## src/rtl/core/pdfi_ram.sv

```systemverilog
`timescale 1ns / 1ps
`default_nettype none
// ----------------------------------------------------------------------------
// pdfi_ram: generic single-port-write, single-port-read RAM
// One write and one registered read per cycle.
// ----------------------------------------------------------------------------
module pdfi_ram #(
	parameter int WIDTH = 16,
	parameter int DEPTH = 256
) (
	input  wire logic                     clk,
	input  wire logic                     we,
	input  wire logic [$clog2(DEPTH)-1:0] waddr,
	input  wire logic [WIDTH-1:0]         wdata,
	input  wire logic                     re,
	input  wire logic [$clog2(DEPTH)-1:0] raddr,
	output      logic [WIDTH-1:0]         rdata_q
);
	logic [WIDTH-1:0] mem_q [DEPTH];

	// write port
	always_ff @(posedge clk) begin
		if (we) begin
			mem_q[waddr] <= wdata;
		end
	end

	// registered read port
	always_ff @(posedge clk) begin
		if (re) begin
			rdata_q <= mem_q[raddr];
		end
	end
endmodule
`default_nettype wire

```

## config.mk

```make
export PLATFORM = sky130hd
export DESIGN_NAME = pdfi_ram
export DESIGN_NICKNAME = d
export VERILOG_FILES = /design/src/rtl/core/pdfi_ram.sv
export SDC_FILE = /design/constraint.sdc
export NUM_CORES = 2
export LEC_CHECK = 0
export BUFFER_PORTS_ARGS = -buffer_cell sky130_fd_sc_hd__buf_2
export CAP_MARGIN = 0
export CELL_PAD_IN_SITES_DETAIL_PLACEMENT = 1
export CELL_PAD_IN_SITES_GLOBAL_PLACEMENT = 2
export CORE_UTILIZATION = 40
export CTS_BUF_LIST = sky130_fd_sc_hd__clkbuf_16
export DETAILED_ROUTE_END_ITERATION = 8
export PLACE_DENSITY_LB_ADDON = 0.05
export SLEW_MARGIN = 0
export SYNTH_ARGS = -nofsm -noshare
export SYNTH_HDL_FRONTEND = slang
export SYNTH_SLANG_ARGS = --single-unit
```

## constraint.sdc

```tcl
create_clock -name clk -period 2.4 [get_ports clk]
set_input_delay 0.36 -clock clk [delete_from_list [all_inputs] [get_ports clk]]
set_output_delay 0.36 -clock clk [all_outputs]
set_load 0.005 [all_outputs]
```

# After elaboration in Yosys (flattened, before gate mapping)
# Memories as Yosys holds them, arrays and structs flattened. A register that Yosys moved wholly into a read port is not among the register bits.
# Cells that the tools add are included.
[totals] out_inout_bits=16 ramBits=4096 word_cells=3 reg_bits=0 rom_bits=0 mem_count=1 latchBits=0
[mem_list] memory="mem_q" words=256 word_bits=16 read_ports=1 rd_clocked_by_memory_dff=1 wr=1 line="19" source="logic [WIDTH-1:0] mem_q [DEPTH];"
[op_classes] eq_ne=0 add_sub_neg=0 bitwise_logic=0 shift=0 div_mod_pow=0 reduce_logical=0 multipliers=0 n_mux=2 order_cmp=0
[op_table] cell="1-bit 2-to-1 mux" count=2

# Logic depth before layout (Yosys ltp)
[depth] depth_word=2 mapped_depth=12 mapped_depth_nobuf=6

# Least setup slack after synthesis
# Ideal clock, no wire load.
[synth_timing] path_kind="input-to-reg" from="input raddr[0]" to="register rdata_q[4] (read register of mem_q) (data pin)" stages=8 slack_ns=-0.209 required_time_ns=2.135 n_path_buf=3 arrival_ns=2.344 path_cell_list="buf_6 > buf_6 > buf_2 > mux4_2 > mux4_2 > a22o_1 > o32ai_2 > nor4_2"
[synth_rtl] element="from (decl)" line="16" source="input wire logic [$clog2(DEPTH)-1:0] raddr,"
[synth_rtl] element="to (decl)" line="17" source="output logic [WIDTH-1:0] rdata_q"

==> out/results.ini <==
[drt]
drtAntennaViolNets = 0
drc_errors = 0
drtIter0Drc = 8073
dr.pass1.iters = 6
wl_microns = 498000
viasPerCell = 5.74
vias = 81500
wl_per_cell_microns = 35.1

[cells_and_area]
fill_cells = 35000
fin_util_pct = 48.7
layout_common_cells = edfxtp_1, mux4_2, buf_4
layout.cells.non_filler = 14200
final_common_cell = edfxtp_1
drive_above_1_share_pct = 33.0
layout-area-overhead-vs-synth_pct = 21.2
stdcell_area_sq_um = 193000
nNetsFinal = 8611

[global_route]
grt.overflow.total = 0
antenna_found_initial = 40
grtUsageTotal_pct = 24.8
grt_max_degree = 96
first_global_vias = 84500
grt_pass1_wl_microns = 690000

[placement]
post_dp_cell_area_sq_um = 177000
gp_congestion = 0.859
place.detailed.hpwl_microns = 321000
preCtsSetupSlack_ns = -1.75
port_buffers = 50
place_inst = 13400

[timing]
final_hold_viol_count = 0
rsz0062_at_grt = yes
maxSlewViolCount = 0
tightest_slew_ns = 0.872
timing.hold.ws_ns = 0.186
finalSetupViolCount = 14
tns_ns = -2.10
fin_crit_ns = 2.77
worst_clock_skew_ns = 0.0284
max_freq_mhz = 361
layout_setup_ws_ns = -0.373
period_share_pct = 116
relSlewSlack_pct = 41.4

[worst_setup_path]
critPathMaxStageDelay_ns = 0.55
crit_arrival_ns = 3.51
critPathLaunchType = flop
cpMostUsedCell = mux4_2
end_kind = flop
worstPathCellList = mux4_2, mux4_2, a22o_4, o32ai_4, buf_4, nor4_2
path_max_fanout = 1
cp_slowest_cell = mux4_2
path_class = flop to flop
worstPathRequired_ns = 3.14

[hold_path]
hold_path_class = input pin to flop

[power_and_ir_drop]
cellLeakagePower_nw = 62.7
power_density_nw_per_um2 = 809
ir_drop_uv = 672
power_mw = 156

[floorplan]
die_w_microns = 632
initial_utilization_pct = 40.2
dieArea_sq_um = 400000
num_rows = 231
fp.coreArea_sq_um = 396000
dieHeight_microns = 632
ioPinCount = 51

[synthesis]
syn-num-nets = 7395
synth-seq-cells = 4112
async_flop_share_pct = 0
synth_cell_types = 51
ys_seq_area_share_pct = 77.7
synth_top_flop_cell = edfxtp_1
yosys_warnings = 0
avgSynthCellArea_sq_um = 21.6
syn_area_sq_um = 159000
synthesis.instances = 7360
synth_edf_count = 4112

[outcome]
outcome = complete, but fails checks
violations = negative setup slack

[job]
max_cap_violations = 0

[clock_tree]
h-tree-depth = 5
cts_tree = done
cts.path.max_buffers = 4
clkLatencyLatePin_ns = 0.98
cts_root_buffer = clkbuf_16
cts_buffers = 446
clk_pin_slew_ns = 0.06
cts.sinks = 4112

[sequential cells by signal (all words and copies together) (netlist names)]
signal   count
mem_q     4096
rdata_q     16
[path summary, 6_finish.rpt]
kind / slack (ns) / cells after the start / end / start
setup reg to reg: -0.37 / 6 / rdata_q[10] / mem_q[28][10]
hold reg to reg: 1.26 / 5 / rdata_q[9] / mem_q[108][9]
setup / recovery: -0.37 / 6 / rdata_q[10] / mem_q[28][10]
hold / removal: 0.19 / 4 / mem_q[132][11] / we
[layout make-up]
cell class / count / area [sq um] / area share, %
Inverter: 4 / 27.5 / 0.0143
Clock inverter: 372 / 2910 / 1.51
Multi-Input combinational cell: 2792 / 34000 / 17.7
Antenna cell: 7 / 17.5 / 0.00910
Timing Repair Buffer: 1220 / 14200 / 7.36
Sequential cell: 4112 / 123000 / 64.1
Clock buffer: 452 / 11300 / 5.88
Tap cell: 5242 / 6560 / 3.41
[critical path: cells and delay by family, from the launching register on]
kind	cells	cell delay (ns)
AO/OA/AOI/OAI	2	0.82
multiplexers	2	1.08
flip-flops	1	0.38
buffers and inverters	1	0.21
AND/OR/NAND/NOR	1	0.04
[repair_timing]
item,4_1_cts,5_1_grt
endpoints found under the setup margin,16,16
gates resized for setup,114,43
hold endpoints to repair,886,0
hold buffers,17,0
setup buffers,0,0
pin swaps,23,19
gates cloned,0,1
[logic make-up after synthesis]
logic type | Yosys count | synth area share, %
AND/OR/NAND/NOR | 556 | 1.57
buffers and inverters | 456 | 1.69
AO/OA/AOI/OAI | 786 | 3.53
multiplexers | 1450 | 15.5
flip-flops | 4112 | 77.7
[power by group]
part | internal (mW) | total (mW) | leakage (nW) | switching, mW
Clock | 38.8 | 67.1 | 7.36 | 28.3
Sequential | 79.2 | 79.3 | 37.0 | 0.124
Combinational | 3.60 | 9.29 | 18.4 | 5.69
[Yosys cell counts, types with 3 or more instances]
| library cell | count | area [sq um] |
|---|---|---|
| o31ai_1 | 16 | 120 |
| mux2_2 | 88 | 991 |
| o22ai_1 | 148 | 926 |
| a22o_1 | 32 | 280 |
| nor4_1 | 17 | 106 |
| edfxtp_1 | 4112 | 123000 |
| a221oi_1 | 28 | 245 |
| buf_8 | 11 | 165 |
| nor3_1 | 92 | 460 |
| a21oi_1 | 175 | 876 |
| nand4b_1 | 3 | 26.3 |
| o21ai_0 | 37 | 185 |
| buf_4 | 26 | 195 |
| buf_1 | 27 | 101 |
| a22oi_1 | 43 | 323 |
| nor2_1 | 304 | 1140 |
| buf_6 | 77 | 867 |
| or2_2 | 4 | 25.0 |
| mux4_2 | 797 | 17900 |
| buf_12 | 5 | 100 |
| nand4_1 | 26 | 163 |
| and3_1 | 11 | 68.8 |
| nor2b_1 | 9 | 56.3 |
| buf_2 | 76 | 380 |
| a211oi_1 | 18 | 135 |
| mux2i_1 | 565 | 5660 |
| nand2_1 | 38 | 143 |
| a31oi_1 | 6 | 37.5 |
| nand2b_1 | 3 | 18.8 |
| clkbuf_1 | 230 | 863 |
| a2111oi_0 | 6 | 52.6 |
| inv_1 | 3 | 11.3 |
| nand3_1 | 35 | 175 |
| o221ai_1 | 252 | 2210 |
| o32ai_1 | 20 | 175 |
[layer usage]
metal	vias up	track usage, %	wire [microns]
li1	33900	-	-
met4	12	6.55	14000
met3	606	2.61	23300
met1	44900	35.9	222000
met5	-	0	67
met2	2116	40.1	239000
Note: power is estimated with default switching activity, not from simulation.
